`src/design/assert_macros.svh`:
```
// Assertion helpers
`ifndef ASSERT_MACROS_SVH
`define ASSERT_MACROS_SVH
`define ASSERT_IMPL(lbl, clk, rstn, ante, cons) \
  lbl: assert property (@(posedge clk) disable iff (!rstn) (ante) |-> (cons)) \
    else $error("assertion failed");
`define ASSERT_NEXT(lbl, clk, rstn, ante, cons) \
  lbl: assert property (@(posedge clk) disable iff (!rstn) (ante) |=> (cons)) \
    else $error("assertion failed");
`endif

```
`src/design/ffcu_pkg.sv`:
```
package ffcu_pkg;
  typedef enum logic [2:0] {
    ACT_F32_F16  = 3'd0,
    ACT_F16_F32  = 3'd1,
    ACT_F32_BF16 = 3'd2,
    ACT_BF16_F32 = 3'd3,
    ACT_F32_FP4  = 3'd4,
    ACT_FP4_F32  = 3'd5
  } action_t;

  typedef struct packed {
    logic [2:0]  action;
    logic [31:0] operand;
  } item_t;

  function automatic logic [31:0] fp4_mag(input logic [2:0] c);
    logic [31:0] v;
    unique case (c)
      3'd0: v = 32'h00000000;
      3'd1: v = 32'h3F000000;
      3'd2: v = 32'h3F800000;
      3'd3: v = 32'h3FC00000;
      3'd4: v = 32'h40000000;
      3'd5: v = 32'h40400000;
      3'd6: v = 32'h40800000;
      default: v = 32'h40C00000;
    endcase
    return v;
  endfunction
endpackage

```
`src/design/ffcu_narrow.sv`:
```
module ffcu_narrow (
  input  logic [31:0] operand,
  output logic [15:0] f16,
  output logic [15:0] bf16,
  output logic [3:0]  fp4
);
  import ffcu_pkg::*;

  logic        s;
  logic [7:0]  ex;
  logic [22:0] man;
  logic [8:0]  e;
  logic [4:0]  sh;
  logic [23:0] full, kept, rem, half, mask;
  logic [15:0] hn, hs;
  logic [12:0] rn;
  logic [31:0] a, bsum;
  logic [2:0]  c;

  always_comb begin
    s    = operand[31];
    ex   = operand[30:23];
    man  = operand[22:0];
    e    = {1'b0, ex} - 9'd112;
    full = {1'b1, man};
    sh   = 5'd14 - e[4:0];
    kept = full >> sh;
    mask = (24'd1 << sh) - 24'd1;
    rem  = full & mask;
    half = 24'd1 << (sh - 5'd1);
    hs   = {s, 15'd0} | kept[15:0];
    if (rem > half || (rem == half && kept[0])) hs = hs + 16'd1;
    rn = man[12:0];
    hn = {s, e[4:0], man[22:13]};
    if (rn > 13'h1000 || (rn == 13'h1000 && hn[0])) hn = hn + 16'd1;
    if (ex == 8'hff) f16 = {s, 15'h7c00} | (man != 0 ? 16'h0200 : 16'h0);
    else if (ex >= 8'd143) f16 = {s, 15'h7c00};
    else if (ex > 8'd112) f16 = hn;
    else if (ex < 8'd102) f16 = {s, 15'd0};
    else f16 = hs;

    bsum = operand + 32'h00007fff + {31'd0, operand[16]};
    if (ex == 8'hff && man != 0) bf16 = operand[31:16] | 16'h0040;
    else bf16 = bsum[31:16];

    a = {1'b0, operand[30:0]};
    if (a <= 32'h3E800000) c = 3'd0;
    else if (a < 32'h3F400000) c = 3'd1;
    else if (a <= 32'h3FA00000) c = 3'd2;
    else if (a < 32'h3FE00000) c = 3'd3;
    else if (a <= 32'h40200000) c = 3'd4;
    else if (a < 32'h40600000) c = 3'd5;
    else if (a <= 32'h40A00000) c = 3'd6;
    else c = 3'd7;
    fp4 = (a > 32'h7f800000) ? 4'd0 : {s, c};
  end
endmodule

```
`src/design/ffcu_widen.sv`:
```
module ffcu_widen (
  input  logic [31:0] operand,
  output logic [31:0] from_f16,
  output logic [31:0] from_fp4
);
  import ffcu_pkg::*;

  logic       s;
  logic [4:0] ex;
  logic [9:0] man, nm;
  logic [7:0] e;
  logic [3:0] lz;

  always_comb begin
    s  = operand[15];
    ex = operand[14:10];
    man = operand[9:0];
    lz = 4'd0;
    for (int i = 0; i < 10; i++) if (man[i]) lz = 4'(9 - i);
    nm = (man << (lz + 4'd1));
    e  = 8'd112 - {4'd0, lz};
    if (ex == 5'd0) begin
      if (man == 10'd0) from_f16 = {s, 31'd0};
      else from_f16 = {s, e, nm, 13'd0};
    end else if (ex == 5'h1f) from_f16 = {s, 8'hff, man, 13'd0};
    else from_f16 = {s, 8'({3'd0, ex} + 8'd112), man, 13'd0};
    from_fp4 = {operand[3], 31'd0} | fp4_mag(operand[2:0]);
  end
endmodule

```
`src/design/float_format_cast_unit_top.sv`:
```
// Channel  | Ports                         | Beat
// input    | start, busy, in_action/operand| start && !busy
// result   | out_valid, out_converted      | out_valid, one cycle
// Operands are registered in item_r, converted, then the result register
// res_r drives the outputs. An item may start every cycle; busy is tied low.
// Synchronous active-low reset clears the valid flags. No stalls.
`include "assert_macros.svh"
module float_format_cast_unit_top (
  input  logic        clk,
  input  logic        rst_n,
  input  logic        start,
  output logic        busy,
  input  logic [2:0]  in_action,
  input  logic [31:0] in_operand,
  output logic        out_valid,
  output logic [31:0] out_converted
);
  import ffcu_pkg::*;

  item_t       item_r;
  logic        v_r, ov_r;
  logic [31:0] res_r, res_nxt;
  logic [15:0] f16, bf16;
  logic [3:0]  fp4;
  logic [31:0] w16, w4;

  assign busy = 1'b0;

  always_ff @(posedge clk) begin
    if (!rst_n) begin
      v_r  <= 1'b0;
      ov_r <= 1'b0;
    end else begin
      v_r  <= start;
      ov_r <= v_r;
    end
    item_r <= '{action: in_action, operand: in_operand};
    res_r  <= res_nxt;
  end

  ffcu_narrow u_narrow (.operand(item_r.operand), .f16(f16), .bf16(bf16), .fp4(fp4));
  ffcu_widen  u_widen  (.operand(item_r.operand), .from_f16(w16), .from_fp4(w4));

  always_comb begin
    unique case (item_r.action)
      ACT_F32_F16:  res_nxt = {16'd0, f16};
      ACT_F16_F32:  res_nxt = w16;
      ACT_F32_BF16: res_nxt = {16'd0, bf16};
      ACT_BF16_F32: res_nxt = {item_r.operand[15:0], 16'd0};
      ACT_F32_FP4:  res_nxt = {28'd0, fp4};
      ACT_FP4_F32:  res_nxt = w4;
      default:      res_nxt = 32'd0;
    endcase
  end

  assign out_valid     = ov_r;
  assign out_converted = res_r;

  `ASSERT_NEXT(a_lat, clk, rst_n, v_r, out_valid)
  `ASSERT_IMPL(a_fp4_top, clk, rst_n, v_r && item_r.action == ACT_F32_FP4, res_nxt[31:4] == 28'd0)
  `ASSERT_IMPL(a_f16_top, clk, rst_n, v_r && item_r.action == ACT_F32_F16, res_nxt[31:16] == 16'd0)
endmodule
```
`config.mk`:
```
export PLATFORM = sky130hd
export DESIGN_NAME = float_format_cast_unit_top
export DESIGN_NICKNAME = d
export VERILOG_FILES = /design/src/design/ffcu_pkg.sv /design/src/design/ffcu_narrow.sv /design/src/design/ffcu_widen.sv /design/src/design/float_format_cast_unit_top.sv
export VERILOG_INCLUDE_DIRS = /design/src /design/src/design
export SDC_FILE = /design/constraint.sdc
export NUM_CORES = 1
export LEC_CHECK = 0
export ABC_AREA = 1
export BUFFER_PORTS_ARGS = -buffer_cell sky130_fd_sc_hd__buf_4
export CELL_PAD_IN_SITES_DETAIL_PLACEMENT = 0
export CELL_PAD_IN_SITES_GLOBAL_PLACEMENT = 2
export CORE_UTILIZATION = 29
export DETAILED_ROUTE_END_ITERATION = 8
export MAX_ROUTING_LAYER = met4
export PLACE_DENSITY = 0.71
export RECOVER_POWER = 25
export SYNTH_ARGS = -nofsm -noshare
export SYNTH_HDL_FRONTEND = slang
export SYNTH_SLANG_ARGS = --single-unit
```
`constraint.sdc`:
```
create_clock -name clk -period 5.9 [get_ports clk]
set_input_delay 0.885 -clock clk [delete_from_list [all_inputs] [get_ports clk]]
set_output_delay 0.885 -clock clk [all_outputs]
set_load 0.05 [all_outputs]
```
==> summary.txt <==
Status
  • Outcome: finished, final reports clean

Routing
  • Drt initial violations: 649
  • Detail-routed via count per cell: 5.20
  • Number of antenna-violating nets in the routed design: 0
  • Routed via count: 8351
  • Routed WL per cell: 19.2 microns
  • Wirelength, routed: 30900 microns
  • First-pass detailed-route iteration total: 5
  • DRC: 0

Clock network
  • Clock transition at the registers of the reported paths: 0.07 ns
  • TritonCTS buffer count: 9
  • Clk Tree Root Cell: clkbuf_16
  • PostCTS Resize Cnt: 0
  • Hold bufs inserted after CTS: 0
  • Sinks on Clock Net: 69
  • CTS tree: yes
  • Post-CTS setup-driven buffer insertion count: 0
  • Skew-Pair Late Insertion Delay: 0.35 ns
  • H-tree depth: 3
  • Maximum root-to-sink buffer count: 2

GRT
  • Maximum number of pins on one net before global-route repair: 32
  • Sum of overflow across all layers after global routing: 0
  • Initial antenna violation count: 0
  • Via count of the first global-routing pass: 7902
  • Global-route wire length before repair: 47100 microns
  • Gr usage total: 0.244

Timing
  • Number of failing hold endpoints at the final stage: 0
  • Final min period: 5.01 ns
  • FMAX: 200 MHz
  • Worst Tran Pin Value: 1.13 ns
  • Share of the clock period used by the worst path: 0.850
  • Sum of negative setup slack: 0 ns
  • Unrepaired setup endpoints after global routing: false
  • Max transition margin: 0.237
  • Largest clock skew in the final design: 0.0117 ns
  • Count of pins over their slew limit: 0
  • Final Worst Setup Slack: 0.888 ns
  • Setup violations, final: 0

Power
  • Relative contribution of combinational cells to total power: 0.384
  • Maximum VDD drop: 155 uV
  • NetSw: 759 uW
  • Total power per unit cell area: 213 nW/um^2
  • Fraction of power consumed by the clock network: 0.317
  • Sequential Power Share: 0.299
  • Static leakage power: 0.00396 uW
  • Internal power consumption: 1040 uW
  • Total Power: 1800 uW
  • Switching Fraction: 0.423

Setup path
  • Maximum fanout along the worst path: 18
  • Kind of start point of the critical path: flip-flop
  • Most prevalent standard cell on the critical path: nand2_1
  • Nature of the critical path endpoint: flip-flop
  • Kind of critical path: flip-flop to flip-flop
  • Critical-path cell with the highest stage delay: xor2_4
  • Data arrival time of the worst path: 5.30 ns
  • Endpoint required time on the critical path: 6.19 ns
  • Crit path largest cell delay: 0.63 ns

Min path
  • Min-delay worst type: flip-flop to flip-flop

Logic synthesis
  • Area fraction of the dominant cell type after synthesis: 0.186
  • Part of the Yosys area used for sequential elements: 0.186
  • Post-synth net total: 1299
  • Number of synthesized register bits: 69
  • Most frequent cells after synthesis: nand2_1 (311), nand3_1 (169), inv_1 (113), nor2_1 (101)
  • Count of flip-flops with a built-in enable after synthesis: 0
  • Yosys cell types: 57
  • Async set-reset flop share out of synthesis: 0
  • Yosys warns: 0
  • Number of cells produced by synthesis: 1221
  • Netlist Area Pre-Place: 7430 sq um
  • Avg Synthesized Cell Area: 6.09 sq um
  • Main area contributors after synthesis: dfxtp_1 (19%), nand2_1 (16%), nand3_1 (11%)
  • Most used flip-flop cell after synthesis: dfxtp_1
  • Dominant cell type by area after synthesis: dfxtp_1
  • Most used standard cell by instance count after synthesis: nand2_1

Flow run
  • Max Cap Viol: 0

Floorplan
  • Initial Util: 0.295
  • Width of the chip: 162 microns
  • I/O Pins: 72
  • Number of placement rows: 58
  • Vertical extent of the die: 162 microns
  • Total Die Area: 26300 sq um
  • Floorplan core area: 25200 sq um

Placement
  • GPL Wtd Cong: 0.883
  • Final HPWL from detailed placement: 24700 microns
  • Place WS: 0.951 ns
  • Buffers added on ports: 70
  • Total placed instance area: 8150 sq um

Cells and area
  • Final cell utilization of the core: 0.336
  • Layout Area Growth over Synthesis: 13.7%
  • Share of layout cells above drive strength 1: 0.155
  • Diodes inserted: 0
  • Final cell area excluding filler cells: 8450 sq um
  • Final layout net count: 1349
  • FILL cells: 2928
-- worst paths after layout --
check / start / to / slack [ns] / depth (start not counted)
max: item_r[24] / out_converted[14] / 0.89 / 34
min: v_r / out_valid / 0.42 / 2
max reg2reg: item_r[24] / out_converted[14] / 0.89 / 34
min reg2reg: v_r / out_valid / 0.42 / 2
-- metal layers --
layer	wire (microns)	global-route usage	vias to the layer above
li1	-	-	4185
met1	14300	0.320	3870
met2	14300	0.395	252
met3	1450	0.0240	44
met4	820	0.0738	0
met5	0	-	-
-- registers in the layout (all words and copies together), names as in the netlist --
| signal | flops |
|---|---|
| item_r | 35 |
| out_converted | 32 |
| out_valid | 1 |
| v_r | 1 |
-- power groups by stage --
stage	combinational [uW]	sequential, uW	clock (uW)
6_report	690	537	569
5_1_grt	766	540	600
4_1_cts	690	537	582
2_1_floorplan	469	567	0
3_3_place_gp	698	548	0
3_5_place_dp	687	547	0
-- cells in the final DEF (no fill, tap or decap), types with 9 or more instances in the layout --
master / count
nor2_1: 101
clkbuf_4: 25
nand3_2: 9
inv_2: 13
ha_1: 40
nor2_2: 16
inv_1: 113
dfxtp_1: 69
nand3_1: 169
a21oi_1: 76
nand4_1: 18
nor3_1: 36
nand2_2: 20
clkbuf_16: 9
buf_4: 59
nand2_1: 311
o21ai_0: 76
xor2_1: 10
o211ai_1: 12
-- cell type report --
| class | instances | area, sq um | share of cell area |
|---|---|---|---|
| clock buffer | 9 | 225 | 0.0266 |
| timing repair buffer | 84 | 631 | 0.0746 |
| tap | 330 | 413 | 0.0488 |
| inverter | 132 | 513 | 0.0607 |
| sequential | 69 | 1380 | 0.163 |
| clock inverter | 7 | 80.1 | 0.00947 |
| multi-input combinational | 975 | 5210 | 0.616 |
-- worst max-delay path: cells and delay by family (launching register included) --
family | cells | cell delay (ns)
simple gates | 23 | 2.29
compound gates | 2 | 0.31
flops | 1 | 0.46
xor+xnor | 1 | 0.63
fa+ha+maj | 3 | 0.77
buf+inv | 5 | 0.47
-- cells by family after synthesis --
kind of cell | count (synthesis) | share of synthesized area
AND/OR/NAND/NOR | 720 | 0.465
other | 1 | 0.000505
XOR/XNOR | 14 | 0.0200
buffers and inverters | 177 | 0.113
flip-flops | 69 | 0.186
AO/OA/AOI/OAI | 200 | 0.148
adder cells (fa/ha/maj) | 40 | 0.0673
-- through the flow --
stage	hold WS, ns	instances
2_1_floorplan	0.390	1221
3_3_place_gp	0.401	1590
3_5_place_dp	0.411	1590
4_1_cts	0.425	1606
5_1_grt	0.450	1606
6_report	0.417	1606
(Power assumes the default switching activity.)
